<file path="config.mk">
export PLATFORM = sky130hd
export DESIGN_NAME = stick_gesture_arm_detector_top
export DESIGN_NICKNAME = d
export VERILOG_FILES = /design/src/rtl/sgad_pkg.sv /design/src/rtl/sgad_step.sv /design/src/rtl/stick_gesture_arm_detector_top.sv
export SDC_FILE = /design/constraint.sdc
export NUM_CORES = 1
export LEC_CHECK = 0
export ABC_AREA = 1
export BUFFER_PORTS_ARGS = -buffer_cell sky130_fd_sc_hd__buf_2
export CAP_MARGIN = 20
export CORE_ASPECT_RATIO = 0.75
export CORE_MARGIN = 4
export CORE_UTILIZATION = 42
export CTS_CLUSTER_DIAMETER = 40
export DETAILED_ROUTE_END_ITERATION = 8
export GPL_TIMING_DRIVEN = 0
export PLACE_DENSITY = 0.66
export SLEW_MARGIN = 10
export SYNTH_ARGS = -nofsm -noshare
export SYNTH_HDL_FRONTEND = slang
export SYNTH_SLANG_ARGS = --single-unit
</file>
<file path="constraint.sdc">
create_clock -name clk -period 3.9 [get_ports clk]
set_input_delay 0.585 -clock clk [delete_from_list [all_inputs] [get_ports clk]]
set_output_delay 0.585 -clock clk [all_outputs]
set_load 0.005 [all_outputs]
</file>
<file path="src/rtl/sgad_pkg.sv">
// ----------------------------------------------------------------------------
// sgad_pkg
// types and constants shared by the stick gesture arm detector
// ----------------------------------------------------------------------------
package sgad_pkg;

  localparam int ADDR_W = 5;
  localparam int DATA_W = 32;
  localparam int STICK_W = 10;

  // arm modes
  localparam logic [1:0] MODE_DISARMED = 2'd0;
  localparam logic [1:0] MODE_ARMING1  = 2'd1;
  localparam logic [1:0] MODE_ARMING2  = 2'd2;
  localparam logic [1:0] MODE_ARMED    = 2'd3;

  // register indexes (paddr[4:2])
  localparam logic [2:0] REG_GESTURE_THR  = 3'd0;
  localparam logic [2:0] REG_START_THR    = 3'd1;
  localparam logic [2:0] REG_THROTTLE_TOL = 3'd2;
  localparam logic [2:0] REG_STEP2_TO     = 3'd3;
  localparam logic [2:0] REG_STEP3_TO     = 3'd4;
  localparam logic [2:0] REG_STEP4_TO     = 3'd5;

  typedef struct packed {
    logic [8:0] gesture_threshold;
    logic [8:0] start_threshold;
    logic [9:0] throttle_tolerance;
    logic [7:0] step2_timeout;
    logic [7:0] step3_timeout;
    logic [7:0] step4_timeout;
  } cfg_t;

  localparam cfg_t CFG_RESET = '{
    gesture_threshold:  9'd450,
    start_threshold:    9'd20,
    throttle_tolerance: 10'd5,
    step2_timeout:      8'd6,
    step3_timeout:      8'd10,
    step4_timeout:      8'd7
  };

  typedef struct packed {
    logic [9:0]        throttle;
    logic signed [9:0] yaw;
    logic signed [9:0] pitch;
    logic signed [9:0] roll;
    logic              switch_low;
  } item_t;

  typedef struct packed {
    logic [31:0] tick_count;
    logic [31:0] step_start;
    logic        idle_seen;
    logic        yaw_seen;
    logic        roll_seen;
    logic [1:0]  arm_mode;
  } state_t;

endpackage

</file>
<file path="src/rtl/sgad_step.sv">
// ----------------------------------------------------------------------------
// sgad_step
// next-state logic for one tick: the four gesture step checks in order
// ----------------------------------------------------------------------------
module sgad_step (
  input  sgad_pkg::cfg_t   cfg,
  input  sgad_pkg::item_t  item,
  input  sgad_pkg::state_t cur,
  output sgad_pkg::state_t nxt
);

  logic               arming;
  logic               idle;
  logic               thr_bad;
  logic signed [10:0] yaw_x;
  logic signed [10:0] roll_x;
  logic signed [10:0] dir_yaw;
  logic signed [10:0] dir_roll;
  logic signed [10:0] g_s;
  logic signed [10:0] s_s;
  logic [31:0]        elapsed;
  logic               late2;
  logic               late3;
  logic               late4;

  assign arming   = (cur.arm_mode != sgad_pkg::MODE_ARMED);
  assign idle     = (item.throttle == '0) && (item.yaw == '0) &&
                    (item.pitch == '0) && (item.roll == '0);
  assign thr_bad  = (item.throttle > cfg.throttle_tolerance);
  assign yaw_x    = 11'(item.yaw);
  assign roll_x   = 11'(item.roll);
  // disarming mirrors the yaw and roll signs
  assign dir_yaw  = arming ? yaw_x : -yaw_x;
  assign dir_roll = arming ? roll_x : -roll_x;
  assign g_s      = signed'({2'b00, cfg.gesture_threshold});
  assign s_s      = signed'({2'b00, cfg.start_threshold});
  // elapsed ticks since the stamp held at the start of this tick
  assign elapsed  = cur.tick_count - cur.step_start;
  assign late2    = (elapsed > {24'd0, cfg.step2_timeout});
  assign late3    = (elapsed > {24'd0, cfg.step3_timeout});
  assign late4    = (elapsed > {24'd0, cfg.step4_timeout});

  always_comb begin
    logic fresh;
    fresh = 1'b0;
    nxt   = cur;

    // step one: idle sticks
    if (!nxt.idle_seen) begin
      nxt.yaw_seen  = 1'b0;
      nxt.roll_seen = 1'b0;
      if (arming) begin
        nxt.arm_mode = sgad_pkg::MODE_DISARMED;
      end
      if (idle && (item.switch_low || !arming)) begin
        nxt.idle_seen = 1'b1;
      end
    end

    // step two: yaw; a restamp this tick means zero elapsed
    if (nxt.idle_seen && !nxt.yaw_seen) begin
      if (dir_yaw < s_s) begin
        nxt.step_start = cur.tick_count;
        fresh          = 1'b1;
      end
      if (thr_bad || (item.pitch != '0) || (item.roll != '0) || (!fresh && late2)) begin
        nxt.idle_seen = 1'b0;
      end
      if (dir_yaw > g_s) begin
        nxt.idle_seen  = 1'b1;
        nxt.yaw_seen   = 1'b1;
        if (arming) begin
          nxt.arm_mode = sgad_pkg::MODE_ARMING1;
        end
        nxt.step_start = cur.tick_count;
        fresh          = 1'b1;
      end
    end

    // step three: roll
    if (nxt.idle_seen && nxt.yaw_seen && !nxt.roll_seen) begin
      if ((dir_yaw < g_s) || thr_bad || (item.pitch != '0) || (!fresh && late3)) begin
        nxt.idle_seen = 1'b0;
      end
      if (dir_roll < -g_s) begin
        nxt.idle_seen  = 1'b1;
        nxt.yaw_seen   = 1'b1;
        nxt.roll_seen  = 1'b1;
        if (arming) begin
          nxt.arm_mode = sgad_pkg::MODE_ARMING2;
        end
        nxt.step_start = cur.tick_count;
        fresh          = 1'b1;
      end
    end

    // step four: back to idle
    if (nxt.roll_seen) begin
      if (!fresh && late4) begin
        nxt.idle_seen = 1'b0;
      end
      if (idle) begin
        nxt.idle_seen = 1'b0;
        nxt.arm_mode  = arming ? sgad_pkg::MODE_ARMED : sgad_pkg::MODE_DISARMED;
      end
    end

    nxt.tick_count = cur.tick_count + 32'd1;
  end

endmodule

</file>
<file path="src/rtl/stick_gesture_arm_detector_top.sv">
// ----------------------------------------------------------------------------
// stick_gesture_arm_detector_top
// recognizes arm and disarm stick gestures, one tick item in, one arm state out
// ----------------------------------------------------------------------------
//
//   channel   handshake              payload
//   -------   --------------------   ---------------------------------------
//   in        in_valid / in_stall    throttle, yaw, pitch, roll, switch_low
//   out       out_valid / out_stall  arm_state
//   config    apb psel/penable/...   six registers at 4*index
//
// one transfer per clock in steady state while out is not stalled: an item is
// held in the input register, then the step logic updates the gesture state
// and the result register in the same edge, and the result register drives out.
// the single feedback loop through the gesture state sets that rate.
// rst (synchronous) clears the gesture state, tick count and both valids and
// loads the register defaults. a stall on out holds the result; in stalls
// only while both the input and result registers are occupied.
// ----------------------------------------------------------------------------
module stick_gesture_arm_detector_top (
  input  logic                        clk,
  input  logic                        rst,
  // tick input
  input  logic                        in_valid,
  output logic                        in_stall,
  input  logic [9:0]                  throttle,
  input  logic signed [9:0]           yaw,
  input  logic signed [9:0]           pitch,
  input  logic signed [9:0]           roll,
  input  logic                        switch_low,
  // arm state output
  output logic                        out_valid,
  input  logic                        out_stall,
  output logic [1:0]                  arm_state,
  // configuration
  input  logic                        psel,
  input  logic                        penable,
  input  logic                        pwrite,
  input  logic [sgad_pkg::ADDR_W-1:0] paddr,
  input  logic [sgad_pkg::DATA_W-1:0] pwdata,
  output logic [sgad_pkg::DATA_W-1:0] prdata,
  output logic                        pready
);

  sgad_pkg::cfg_t   cfg_q;
  sgad_pkg::item_t  item_q;
  sgad_pkg::state_t state_q;
  sgad_pkg::state_t state_next;
  logic             item_valid;
  logic             advance;
  logic             cfg_write;
  logic [2:0]       reg_index;

  // ---------------- configuration port ----------------
  assign pready    = 1'b1;
  assign reg_index = paddr[4:2];
  assign cfg_write = psel && penable && pwrite && pready;

  always_ff @(posedge clk) begin
    if (rst) begin
      cfg_q <= sgad_pkg::CFG_RESET;
    end else if (cfg_write) begin
      case (reg_index)
        sgad_pkg::REG_GESTURE_THR:  cfg_q.gesture_threshold  <= pwdata[8:0];
        sgad_pkg::REG_START_THR:    cfg_q.start_threshold    <= pwdata[8:0];
        sgad_pkg::REG_THROTTLE_TOL: cfg_q.throttle_tolerance <= pwdata[9:0];
        sgad_pkg::REG_STEP2_TO:     cfg_q.step2_timeout      <= pwdata[7:0];
        sgad_pkg::REG_STEP3_TO:     cfg_q.step3_timeout      <= pwdata[7:0];
        sgad_pkg::REG_STEP4_TO:     cfg_q.step4_timeout      <= pwdata[7:0];
        default: ; // addresses past the last register are ignored
      endcase
    end
  end

  // read back, zero extended
  always_comb begin
    case (reg_index)
      sgad_pkg::REG_GESTURE_THR:  prdata = {23'd0, cfg_q.gesture_threshold};
      sgad_pkg::REG_START_THR:    prdata = {23'd0, cfg_q.start_threshold};
      sgad_pkg::REG_THROTTLE_TOL: prdata = {22'd0, cfg_q.throttle_tolerance};
      sgad_pkg::REG_STEP2_TO:     prdata = {24'd0, cfg_q.step2_timeout};
      sgad_pkg::REG_STEP3_TO:     prdata = {24'd0, cfg_q.step3_timeout};
      sgad_pkg::REG_STEP4_TO:     prdata = {24'd0, cfg_q.step4_timeout};
      default:                    prdata = '0;
    endcase
  end

  // ---------------- handshake ----------------
  // the held item moves on whenever the result register is free or draining
  assign advance  = item_valid && (!out_valid || !out_stall);
  assign in_stall = item_valid && out_valid && out_stall;

  // input register
  always_ff @(posedge clk) begin
    if (rst) begin
      item_valid <= 1'b0;
    end else if (in_valid && !in_stall) begin
      item_valid <= 1'b1;
    end else if (advance) begin
      item_valid <= 1'b0;
    end
  end

  always_ff @(posedge clk) begin
    if (in_valid && !in_stall) begin
      item_q.throttle   <= throttle;
      item_q.yaw        <= yaw;
      item_q.pitch      <= pitch;
      item_q.roll       <= roll;
      item_q.switch_low <= switch_low;
    end
  end

  // ---------------- gesture step logic ----------------
  sgad_step u_step (
    .cfg  (cfg_q),
    .item (item_q),
    .cur  (state_q),
    .nxt  (state_next)
  );

  // gesture state and result register update together
  always_ff @(posedge clk) begin
    if (rst) begin
      state_q   <= '0;
      out_valid <= 1'b0;
      arm_state <= sgad_pkg::MODE_DISARMED;
    end else if (advance) begin
      state_q   <= state_next;
      out_valid <= 1'b1;
      arm_state <= state_next.arm_mode;
    end else if (!out_stall) begin
      out_valid <= 1'b0;
    end
  end

endmodule

</file>
* After elaboration in Yosys (flattened, before gate mapping)
Cells that the tools add are included.
** Word-level totals
- Register bits :: 164
- Bits of input ports :: 85
- Output and inout port bits :: 37
- Word-level logic and storage cells :: 119
** Operators by class
- $add $sub $neg :: 5
- Magnitude comparators :: 8
- Eq/ne operators :: 7
- Muxes and demuxes :: 33
- Reduce and logical (&&, ||, !) cells :: 47
** Operators with widths (number)
- $gt A32 B8 Y1 :: 3
- $mux W37 :: 2
- $mux W34 :: 2
- $pmux W10 S6 :: 1
- $logic_not A10 Y1 :: 4
- $add A32 B1 Y32 const B :: 1
- $mux W32 :: 1
- $sub A32 B32 Y32 :: 1
- $lt A11 B10 Y1 :: 2
- $mux W11 :: 2
- $neg A10 Y11 :: 2
- $reduce_bool A10 Y1 :: 2
- $logic_and A1 B1 Y1 :: 16
- $mux W1 :: 16
- $mux W2 :: 8
- $reduce_and A2 Y1 :: 6
- $gt A11 B10 Y1 :: 1
- $lt A11 B11 Y1 :: 1
- $neg A9 Y11 :: 1
- $gt A10 B10 Y1 :: 1
- $logic_not A1 Y1 :: 9
- $logic_or A1 B1 Y1 :: 8
- $eq A3 B2 Y1 const B :: 2
- $eq A3 B3 Y1 const B :: 2
- other kinds (6) :: 6

* Logic depth before layout (Yosys ltp)
Gate-level depths: netlist of the first run.
- Depth after elaboration :: 24
- Mapped depth :: 26
- Depth with buffers taken out :: 26

* By module
A second synthesis of the first run with hierarchy kept.
** Unflattened totals
- Cell total of the unflattened synthesis :: 1969
- Area total of the unflattened synthesis :: 12932.4 sq um
** Modules (own cells, without submodules)
- sgad_step :: instances 1, cells an instance 1185, area an instance 6480.0 sq um
- stick_gesture_arm_detector_top :: instances 1, cells an instance 784, area an instance 6452.4 sq um

* Worst setup path before layout of the first run
No wires, ideal clock.
- Kind :: reg-to-reg
- From :: register state_q[0] (netlist name)
- To :: register state_q[1] (netlist name)
- Setup time :: 56 ps
- Data arrival time :: 2819 ps
- Path slack :: 1025 ps
- Stages on the path, launching flop included :: 24
- Buffers on the path :: 1
- Clock period less this slack :: 2875 ps
- Cells stage by stage :: dfxtp_1 > nand2_1 > inv_1 > clkbuf_1 > nand2_1 > xor2_1 > ha_1 > nand2_1 > nor2_1 > nand2_1 > nand3_1 > nand2_1 > nand2_1 > nand2_1 > a21oi_1 > nand3_2 > nand2_1 > nand2_1 > nand2_1 > nand2_2 > o21ai_1 > inv_1 > a21o_1 > inv_1
** Between the ends
- Cells in the longest elaborated chain, start to end :: 16
- Elaborated cells on any way between the ends :: 32
- Classes of those cells :: 3 x order compare; 1 x eq/ne; 19 x mux; 9 x reduce/logical
** Ends and longest elaborated chain
- start, declared :: RTL line stick_gesture_arm_detector_top.sv:47 : sgad_pkg::state_t state_q;
- start signal, assigned :: RTL line stick_gesture_arm_detector_top.sv:129 : state_q <= state_next;
- $ne A2 B2 Y1 (*) :: RTL line sgad_step.sv:26 : assign arming = (cur.arm_mode != sgad_pkg::MODE_ARMED);
- $mux W11 :: RTL line sgad_step.sv:33 : assign dir_yaw = arming ? yaw_x : -yaw_x;
- $lt A11 B10 Y1 :: RTL line sgad_step.sv:62 : if (dir_yaw < s_s) begin
- $mux W1 :: RTL line sgad_step.sv:62
- $mux W1 :: RTL line sgad_step.sv:61 : if (nxt.idle_seen && !nxt.yaw_seen) begin
- $logic_not A1 Y1 :: RTL line sgad_step.sv:66 : if (thr_bad || (item.pitch != '0) || (item.roll != '0) || (!fresh && late2)) begin
- $logic_and A1 B1 Y1 :: RTL line sgad_step.sv:66
- $logic_or A1 B1 Y1 :: RTL line sgad_step.sv:66
- $mux W1 :: RTL line sgad_step.sv:66
- $mux W34 :: RTL line sgad_step.sv:69 : if (dir_yaw > g_s) begin
- $mux W34 :: RTL line sgad_step.sv:61
- $logic_and A1 B1 Y1 (2 in series) :: RTL line sgad_step.sv:81 : if (nxt.idle_seen && nxt.yaw_seen && !nxt.roll_seen) begin
- $mux W37 :: RTL line sgad_step.sv:81
- $mux W2 :: RTL line sgad_step.sv:102 : if (idle) begin
- $mux W2 (*) :: RTL line sgad_step.sv:98 : if (nxt.roll_seen) begin
Every way passes the cells marked *; elsewhere a longest branch is shown, timed or not. The select of a mux whose other input is x is not followed.
A chain may end at the register's enable or synchronous reset.

* Final worst setup path of the first run
- From :: register state_q[1] (netlist name)
- To :: register state_q[7] (netlist name)
** Between the ends
- Cells in the longest elaborated chain, start to end :: 14
- Elaborated cells on any way between the ends :: 25
- Classes of those cells :: 3 x order compare; 1 x eq/ne; 12 x mux; 9 x reduce/logical
** Ends and longest elaborated chain (RTL line)
- $ne A2 B2 Y1 (*) :: sgad_step.sv:26
- $mux W11 :: sgad_step.sv:33
- $lt A11 B10 Y1 :: sgad_step.sv:62
- $mux W1 :: sgad_step.sv:62
- $mux W1 :: sgad_step.sv:61
- $logic_not A1 Y1 :: sgad_step.sv:66
- $logic_and A1 B1 Y1 :: sgad_step.sv:66
- $logic_or A1 B1 Y1 :: sgad_step.sv:66
- $mux W1 :: sgad_step.sv:66
- $mux W34 :: sgad_step.sv:69
- $mux W34 :: sgad_step.sv:61
- $logic_and A1 B1 Y1 (2 in series) :: sgad_step.sv:81
- $mux W37 (*) :: sgad_step.sv:81
Marked as above.

==> run_results.csv, run 1 <==
group,metric,value,unit
run_status,outcome,"complete, no violations",
routing,drc,0,
clocking,clockRootBuffer,"clkbuf_16",
synthesis,async_flop_share,0,%
synthesis,synth_edf_count,41,
timing,setup_violations,0,
synthesis,yosys.cell_types.count,57,
min_path,hold_path.class,"in2reg",
timing,period_share,90.2,%
timing,rsz0062_at_grt,"no",
setup_path,cpMostUsedCell,"nand2_1",
global_route,antenna_found_initial,0,
die,dieArea,29600,µm²
finish,final_nets,1883,
synthesis,synthFlopType,"dfxtp_1",
power_and_ir_drop,p_clk_share,43.0,%
clocking,hold_buffers,0,
finish,antenna_cells,0,
power_and_ir_drop,leakagePower,6.14,nW
min_path,hold_depth,1,
timing,worst_pin_slew,0.821,ns
clocking,insertion_delay,0.43,ns
global_route,globalRouteOverflowTotal,0,
finish,area_growth,13.0,%
setup_path,critPathSlowestCell,"dfxtp_1",
timing,drv_slew,0,
setup_path,cp.arrival,3.82,ns
timing,skew,0.0165,ns
synthesis,synth_area,11300,µm²
setup_path,reg2reg_from,"state_q[1]",
setup_path,critPathMaxStageDelay,0.39,ns
place,placed_cells,2026,
synthesis,yosysSeqAreaShare,32.8,%
die,die-width,197,µm
setup_path,reg2reg_slack,0.38,ns
clocking,cts_tree,"done",
power_and_ir_drop,power.total,0.00393,W
global_route,grt_max_degree,42,
global_route,grtUsageTotal,21.5,%
synthesis,synth_cells,1588,
clocking,clk_path_buf_depth,2,
clocking,clk_pin_slew,0.07,ns
die,core,26200,µm²
finish,multiInputGateArea,6250,µm²
finish,layout-drive-gt1-share,11.7,%
finish,final_core_util,48.7,%
power_and_ir_drop,combPwrFrac,11.0,%
synthesis,avgSynthCellArea,7.10,µm²
die,die_h,150,µm
setup_path,worstRegToRegCells,20,
timing,hold_violations,0,
finish,final_common_cell,"nand2_1",
setup_path,cp-start-kind,"flip-flop",
routing,vias,10479,
setup_path,worst-setup-path-type,"reg2reg",
routing,postRouteWirelength,31600,µm
finish,stdcell_count,2058,
setup_path,end_kind,"flip-flop",
setup_path,reg2reg_to,"state_q[7]",
min_path,hold_start,"throttle[0]",
timing,period_minus_slack,3.52,ns
setup_path,cp_cell_sequence,"nand2_1, inv_1, clkbuf_2, nand2_1, xor2_1, ha_1, nand2_1, nor2_1, nand2_1, nand3_1, nand2_1, nand2_1, nand2_1, a21oi_1, nand3_2, o311ai_2, nand2_2, inv_2, buf_2, a21oi_1",
power_and_ir_drop,p_sw_share,27.1,%
timing,setup_tns,0,ns
routing,routed_via_density,5.09,
setup_path,cp_max_fo,10,
place,port_buffers,73,
power_and_ir_drop,irDropWorstVdd,0.368,mV
global_route,grt_pass1_wl,50700,µm
place,dp_hpwl,25700,µm
min_path,holdPathEnd,"item_q[31]",
clocking,htreeDepth,4,
routing,firstDrtPassIters,5,
timing,setup_ws,0.384,ns
clocking,clock-sinks,164,
finish,final_cell_mix,"nand2_1 (339), inv_1 (268), a21oi_1 (149)",
job,maxCapViolations,0,
place,place_ws,0.304,ns
synthesis,ys_warn_count,0,
finish,regArea,3690,µm²
routing,final_antenna_net_count,0,
place,gp_congestion,0.930,
routing,routedWlPerCell,15.4,µm
routing,drt_iter0_markers,855,
die,rows,51,
synthesis,ys_ff_latch,164,
power_and_ir_drop,power_frac_seq,46.0,%
global_route,grt_pass1_vias,9605,
power_and_ir_drop,p_int,0.00286,W
power_and_ir_drop,p_sw,0.00106,W
power_and_ir_drop,power.density,308,nW/µm²
timing,maxSlewHeadroom,45.2,%
die,pin_count,122,
timing,max_freq,0.284,GHz
setup_path,cp.required,4.20,ns
finish,fillCellCount,2643,
die,start_util,43.1,%
clocking,cts-buffers-inserted,17,
-- power groups by stage --
stage	sequential [W]	combinational [W]	clock, W
global placement	0.00184	0.000414	0
detailed placement	0.00185	0.000424	0
CTS	0.00181	0.000426	0.00171
finish	0.00181	0.000433	0.00169
global route	0.00181	0.000494	0.00178
floorplan	0.00184	0.000287	0
-- state kept, by name (all words and copies together) (netlist names) --
signal,cells
state_q,69
cfg_q,52
item_q,41
item_valid,1
out_valid,1
-- cell usage after synthesis, types with 17 or more instances --
cell type  number  area (µm²)
nor2_1        130         488
nand3_1        65         325
a21oi_1       149         746
dfxtp_1       123        2460
edfxtp_1       41        1230
xor2_1         36         315
o21ai_0        75         375
nand4_1        19         119
ha_1           96        1200
clkbuf_1       17        63.8
buf_4          26         195
o21ai_1        28         140
nor3_1         25         125
inv_1         269        1010
nand2_1       339        1270
-- worst max-delay path by stage --
| stage | start | end | cells after the start |
|---|---|---|---|
| global route | state_q[1] | state_q[8] | 20 |
| CTS | state_q[1] | state_q[7] | 20 |
| floorplan | state_q[0] | state_q[1] | 23 |
| detailed placement | state_q[1] | state_q[32] | 20 |
| finish | state_q[1] | state_q[7] | 20 |
| global placement | state_q[1] | state_q[32] | 20 |
-- routing by layer --
layer	share of wire [%]	track usage, %	up-vias
li1	-	-	5375
met1	51	33.0	4708
met2	39	30.4	373
met3	8.8	5.20	23
met4	1.0	4.50	0
met5	0	0	-
-- worst max-delay path, delay by kind of cell, from the launching register on --
kind	cells	cell delay, ns
buffers and inverters	4	0.90
xor gates and xnor gates	1	0.33
AOI/OAI and AO/OA	3	0.45
adders and majority gates	1	0.20
and+or+nand+nor	11	1.11
DFF	1	0.39
-- cells by family after synthesis --
| group | Yosys count | share of synthesized area, % |
|---|---|---|
| other | 2 | 0.0666 |
| xor gates and xnor gates | 44 | 3.42 |
| DFF | 164 | 32.8 |
| adders and majority gates | 97 | 10.8 |
| AOI/OAI and AO/OA | 313 | 15.5 |
| and+or+nand+nor | 631 | 24.9 |
| buffers and inverters | 337 | 12.5 |
-- area by class of cell --
class,count,share of cell area (%)
Timing Repair Buffer,73,2.87
Multi-Input combinational cell,1108,49.1
Buffer,53,2.66
Sequential cell,164,29.0
Clock buffer,18,3.45
Clock inverter,14,1.10
Inverter,284,8.41
Tap cell,344,3.38
-- what timing repair did --
| item | 4_1_cts | 5_1_grt |
|---|---|---|
| endpoints found under the setup margin | 0 | 21 |
| setup buffers | 0 | 0 |
| resized for setup | 0 | 4 |
-- metrics by stage --
stage	cell area (µm²)	hold slack [ns]
2_1_floorplan	11400	0.445
3_3_place_gp	12100	0.459
3_5_place_dp	12100	0.461
4_1_cts	12700	0.311
5_1_grt	12700	0.307
6_report	12700	0.327
No activity file was read; power rests on OpenSTA's default activity.
==> inputs of run 2 (changes only) <==
--- a/config.mk
+++ b/config.mk
@@ -15,6 +15,7 @@
 export DETAILED_ROUTE_END_ITERATION = 8
 export GPL_TIMING_DRIVEN = 0
 export PLACE_DENSITY = 0.66
+export RECOVER_POWER = 50
 export SLEW_MARGIN = 10
 export SYNTH_ARGS = -nofsm -noshare
 export SYNTH_HDL_FRONTEND = slang
==> run 2 against run 1 <==
The run now ends with capacitance limit, slew limit left; cell count unchanged; via count shrank 0.35%; sequential power about the same; routed wire length fell by 0.27%; clock skew decreased by 0.0062 ns; critical path type unchanged; largest power group unchanged.
==> run_results.csv, run 2 (synthesized netlist as in run 1, its figures left out) <==
group,metric,value,unit
power_and_ir_drop,p_sw,0.00106,W
finish,fillCellCount,2652,
finish,antenna_cells,0,
finish,area_growth,12.7,%
place,port_buffers,73,
timing,rsz0062_at_grt,"no",
die,die_h,150,µm
timing,max_freq,0.285,GHz
clocking,post_cts_buffers,0,
power_and_ir_drop,leakagePower,6.13,nW
routing,firstDrtPassIters,5,
finish,layout-drive-gt1-share,11.2,%
die,core,26200,µm²
setup_path,worst-setup-path-type,"reg2reg",
setup_path,cp-start-kind,"flip-flop",
finish,top_register,"state_q",
timing,skew,0.0102,ns
clocking,clock-sinks,164,
finish,final_common_cell,"nand2_1",
timing,hold_violations,0,
setup_path,cp_cell_sequence,"nand2_1, inv_1, clkbuf_2, nand2_1, xor2_1, ha_1, a21oi_1, nor2_1, nor2_1, nand3_1, nand2_1, nand2_1, nand2_1, a21oi_1, nand3_2, o311ai_2, nand2_2, buf_2, nor2_1, a211oi_1",
timing,period_share,90.0,%
die,rows,51,
power_and_ir_drop,combPwrFrac,11.0,%
job,maxCapViolations,1,
global_route,globalRouteOverflowTotal,0,
finish,top_regs,"state_q: 69 flops, cfg_q: 52 flops, item_q: 41 flops",
setup_path,cp_max_fo,10,
routing,routed_via_density,5.07,
timing,setup_tns,0,ns
timing,period_minus_slack,3.51,ns
routing,drt_iter0_markers,924,
power_and_ir_drop,power_frac_seq,46.1,%
power_and_ir_drop,irDropWorstVdd,0.367,mV
timing,setup_violations,0,
die,start_util,43.1,%
power_and_ir_drop,power.density,309,nW/µm²
routing,final_antenna_net_count,0,
place,dp_hpwl,25700,µm
clocking,clk_path_buf_depth,2,
setup_path,reg2reg_slack,0.39,ns
die,dieArea,29600,µm²
place,gp_congestion,0.930,
clocking,clk_pin_slew,0.07,ns
setup_path,cpMostUsedCell,"nand2_1",
routing,routedWlPerCell,15.3,µm
clocking,cts_tree,"done",
setup_path,critPathSlowestCell,"dfxtp_1",
routing,drc,0,
finish,final_cell_mix,"nand2_1 (340), inv_1 (269), a21oi_1 (149)",
die,pin_count,122,
timing,hold_slack,0.327,ns
power_and_ir_drop,p_clk_share,42.9,%
routing,vias,10442,
run_status,failed_checks,"capacitance limit, slew limit",
run_status,outcome,"finished with violations",
power_and_ir_drop,p_int,0.00286,W
clocking,htreeDepth,4,
clocking,cts-buffers-inserted,17,
clocking,insertion_delay,0.43,ns
global_route,grt_pass1_vias,9605,
global_route,grt_pass1_wl,50700,µm
clocking,hold_buffers,0,
global_route,grtUsageTotal,21.5,%
global_route,antenna_found_initial,0,
finish,multiInputGateArea,6220,µm²
timing,worst_pin_slew,1.51,ns
setup_path,end_kind,"flip-flop",
clocking,clockRootBuffer,"clkbuf_16",
global_route,grt_max_degree,42,
die,die-width,197,µm
min_path,hold_path.class,"in2reg",
power_and_ir_drop,p_sw_share,27.0,%
finish,regArea,3690,µm²
finish,largest_reg_flops,69,
routing,postRouteWirelength,31500,µm
timing,maxSlewHeadroom,-0.761,%
setup_path,cp.arrival,3.85,ns
finish,final_core_util,48.5,%
setup_path,cp.required,4.24,ns
timing,drv_slew,42,
setup_path,critPathMaxStageDelay,0.39,ns
finish,final_nets,1883,
-- run 2: path summary, 6_finish.rpt --
kind / start / endpoint / cells past startpoint
max: state_q[1] / state_q[8] / 20
min: throttle[0] / item_q[31] / 1
max reg2reg: state_q[1] / state_q[8] / 20
min reg2reg: state_q[26] / state_q[26] / 2
-- run 2: layout make-up --
cell class	instances	share of cell area [%]
multi-input combinational	1108	49.0
sequential	164	29.1
inverter	284	8.43
clock buffer	18	3.46
tap	344	3.39
timing repair buffer	73	2.87
buffer	53	2.64
clock inverter	14	1.10
-- run 2: timing repair --
| item | 4_1_cts | 5_1_grt |
|---|---|---|
| resized for setup | 0 | 4 |
| endpoints found under the setup margin | 0 | 21 |
| hold endpoints to repair | 0 | 0 |
-- run 2: worst max-delay path: cells and delay by family (launching register included) --
| kind | cells | cell delay, ns |
|---|---|---|
| AOI/OAI and AO/OA | 4 | 0.57 |
| xor gates and xnor gates | 1 | 0.34 |
| adders and majority gates | 1 | 0.32 |
| buffers and inverters | 3 | 0.74 |
| DFF | 1 | 0.39 |
| and+or+nand+nor | 11 | 1.07 |
-- run 2: per-stage QoR --
stage / total power, W / instances / worst slack (ns) / cell area [µm²]
2_1_floorplan: 0.00212 / 1609 / 1.03 / 11400
3_3_place_gp: 0.00226 / 2026 / 0.363 / 12100
3_5_place_dp: 0.00227 / 2026 / 0.304 / 12100
4_1_cts: 0.00395 / 2058 / 0.240 / 12700
5_1_grt: 0.00408 / 2058 / 0.0812 / 12700
6_report: 0.00392 / 2058 / 0.391 / 12700
-- run 2: power groups by stage --
stage | combinational, W | sequential, W | clock (W)
CTS | 0.000426 | 0.00181 | 0.00171
global route | 0.000492 | 0.00181 | 0.00178
finish | 0.000431 | 0.00181 | 0.00168
floorplan | 0.000287 | 0.00184 | 0
global placement | 0.000414 | 0.00184 | 0
detailed placement | 0.000424 | 0.00185 | 0
-- run 2: per-layer routing --
metal,part of all wire [%],GRT usage [%],vias up
li1,-,-,5370
met1,51,33.0,4653
met2,39,30.4,393
met3,9.1,5.20,26
met4,1.1,4.50,0
met5,0,0,-
==> inputs of run 3 (changes only) <==
--- a/config.mk
+++ b/config.mk
@@ -16,6 +16,7 @@
 export GPL_TIMING_DRIVEN = 0
 export PLACE_DENSITY = 0.66
 export RECOVER_POWER = 50
+export REMOVE_ABC_BUFFERS = 1
 export SLEW_MARGIN = 10
 export SYNTH_ARGS = -nofsm -noshare
 export SYNTH_HDL_FRONTEND = slang
==> constraint.sdc (replaced) <==
create_clock -name clk -period 3.9 [get_ports clk]
set_input_delay 0.585 -clock clk [delete_from_list [all_inputs] [get_ports clk]]
set_output_delay 0.585 -clock clk [all_outputs]
set_load 0.05 [all_outputs]
==> run 3 against run 2 <==
The run still ends with capacitance limit, slew limit left; cell count is 2.1% lower; non-clock buffer count fell by 43; sequential cell count unchanged; highest routed layer unchanged; first-iteration DRC count grew 14%; routed wire length decreased by 3.2%; sequential share of layout area grew 0.56 points; combinational power grew 12%; clock power hardly changed; largest power group unchanged; register-to-register slack got worse by 0.10 ns; largest cell class unchanged; final area shrank 1.9%; hold slack got worse by 0.015 ns; critical path type unchanged.
==> run_results.csv, run 3 (synthesized netlist as in run 1, its figures left out) <==
group,metric,value,unit
clocking,clk_pin_slew,0.08,ns
timing,period_minus_slack,3.61,ns
die,dieArea,29600,µm²
global_route,grtUsageTotal,20.8,%
clocking,clk_path_buf_depth,2,
setup_path,cp_cell_sequence,"inv_1, ha_1, nand3_1, nor2_2, nand2_1, nand2_1, xor2_2, ha_1, nand2_1, nor2_1, nand2_1, nand3_1, nand2_1, nand2_1, nand2_1, a21oi_1, nand3_2, o311ai_4, nand2_4, inv_16, o21ai_0, a21oi_1",
timing,max_freq,0.277,GHz
place,gp_congestion,0.893,
finish,final_nets,1840,
die,die_h,150,µm
setup_path,end_kind,"flip-flop",
setup_path,worst-setup-path-type,"reg2reg",
job,maxCapViolations,1,
routing,vias,10356,
clocking,cts_tree,"done",
finish,stdcell_count,2015,
setup_path,cpMostUsedCell,"nand2_1",
die,rows,51,
power_and_ir_drop,leakagePower,5.94,nW
timing,drv_slew,42,
clocking,insertion_delay,0.45,ns
place,dp_hpwl,24100,µm
routing,firstDrtPassIters,5,
routing,drc,0,
die,core,26200,µm²
timing,period_share,92.7,%
clocking,clock-sinks,164,
global_route,grt_max_degree,60,
die,pin_count,122,
finish,top_register,"state_q",
setup_path,cp.arrival,3.99,ns
global_route,antenna_found_initial,0,
place,placed_cells,1975,
finish,final_cell_mix,"nand2_1 (340), inv_1 (268), a21oi_1 (149)",
routing,drt_iter0_markers,1050,
routing,routed_via_density,5.14,
clocking,clockRootBuffer,"clkbuf_16",
routing,routedWlPerCell,15.2,µm
clocking,cts-buffers-inserted,17,
finish,final_core_util,47.6,%
finish,antenna_cells,0,
routing,postRouteWirelength,30500,µm
finish,final_common_cell,"nand2_1",
die,start_util,43.1,%
clocking,htreeDepth,4,
timing,hold_slack,0.312,ns
setup_path,cp_max_fo,51,
setup_path,critPathSlowestCell,"edfxtp_1",
setup_path,critPathMaxStageDelay,0.36,ns
global_route,grt_pass1_wl,49000,µm
power_and_ir_drop,power.total,0.00399,W
timing,skew,0.0169,ns
global_route,grt_pass1_vias,9302,
finish,layout-drive-gt1-share,9.52,%
power_and_ir_drop,irDropWorstVdd,0.318,mV
finish,area_growth,10.5,%
place,port_buffers,74,
run_status,outcome,"finished with violations",
global_route,globalRouteOverflowTotal,0,
finish,top_regs,"state_q: 69 flops, cfg_q: 52 flops, item_q: 41 flops",
clocking,hold_buffers,0,
timing,setup_tns,0,ns
timing,worst_pin_slew,1.53,ns
setup_path,cp-start-kind,"flip-flop",
min_path,hold_path.class,"in2reg",
timing,maxSlewHeadroom,-1.79,%
routing,final_antenna_net_count,0,
setup_path,cp.required,4.27,ns
run_status,failed_checks,"capacitance limit, slew limit",
timing,setup_violations,0,
power_and_ir_drop,power.density,320,nW/µm²
die,die-width,197,µm
finish,largest_reg_flops,69,
timing,hold_violations,0,
==> run 3: changes by cell type in the layout (fill, tap and decap cells not counted), moves of 2 or more <==
cell	before	now
clkbuf_1	18	10
buf_6	4	0
clkbuf_4	2	0
buf_4	23	8
inv_8	2	4
buf_2	76	65
clkbuf_2	2	0
==> run 3: path summary, 6_finish.rpt <==
check	endpoint	cells after the start	slack [ns]	startpoint
max	state_q[10]	22	0.29	item_q[21]
min	item_q[3]	1	0.31	roll[2]
max reg2reg	state_q[10]	22	0.29	item_q[21]
min reg2reg	state_q[34]	2	0.47	state_q[34]
==> run 3: final cells by class <==
class / instances / area [µm²]
Fill cell: 2590 / 13700
Multi-Input combinational cell: 1108 / 6230
Sequential cell: 164 / 3690
Inverter: 284 / 1090
Timing Repair Buffer: 83 / 439
Tap cell: 344 / 430
Clock buffer: 18 / 429
Clock inverter: 14 / 143
==> run 3: metal layers <==
metal	share of wire (%)	wire length, µm	global-route usage [%]
met5	0	0	0
met4	0.96	293	4.05
met3	8.6	2620	5.02
met2	38	11600	28.0
met1	53	16000	33.3
==> run 3: per-stage QoR <==
step	cell area, µm²	worst slack (ns)
after floorplan	11000	0.0791
after global placement	11800	-0.708
after detailed placement	11800	-0.744
after CTS	12500	0.00368
after global routing	12500	-0.00317
final	12500	0.286
==> run 3: worst max-delay path: cells and delay by family (launching register included) <==
kind / cells / cell delay (ns)
simple gates: 13 / 1.42
compound gates: 4 / 0.59
xor+xnor: 1 / 0.25
fa+ha+maj: 2 / 0.41
buf+inv: 2 / 0.42
flops: 1 / 0.36
==> run 3: power by group <==
part	internal, W	switching, W	leakage (nW)
clock	0.000902	0.000800	0.273
sequential	0.00178	0.0000240	1.39
combinational	0.000145	0.000337	4.28
==> run 3: timing repair <==
item | 4_1_cts | 5_1_grt
pin swaps | 0 | 1
setup endpoints to repair | 26 | 33
buffers inserted | 4 | 4
resized for setup | 6 | 7
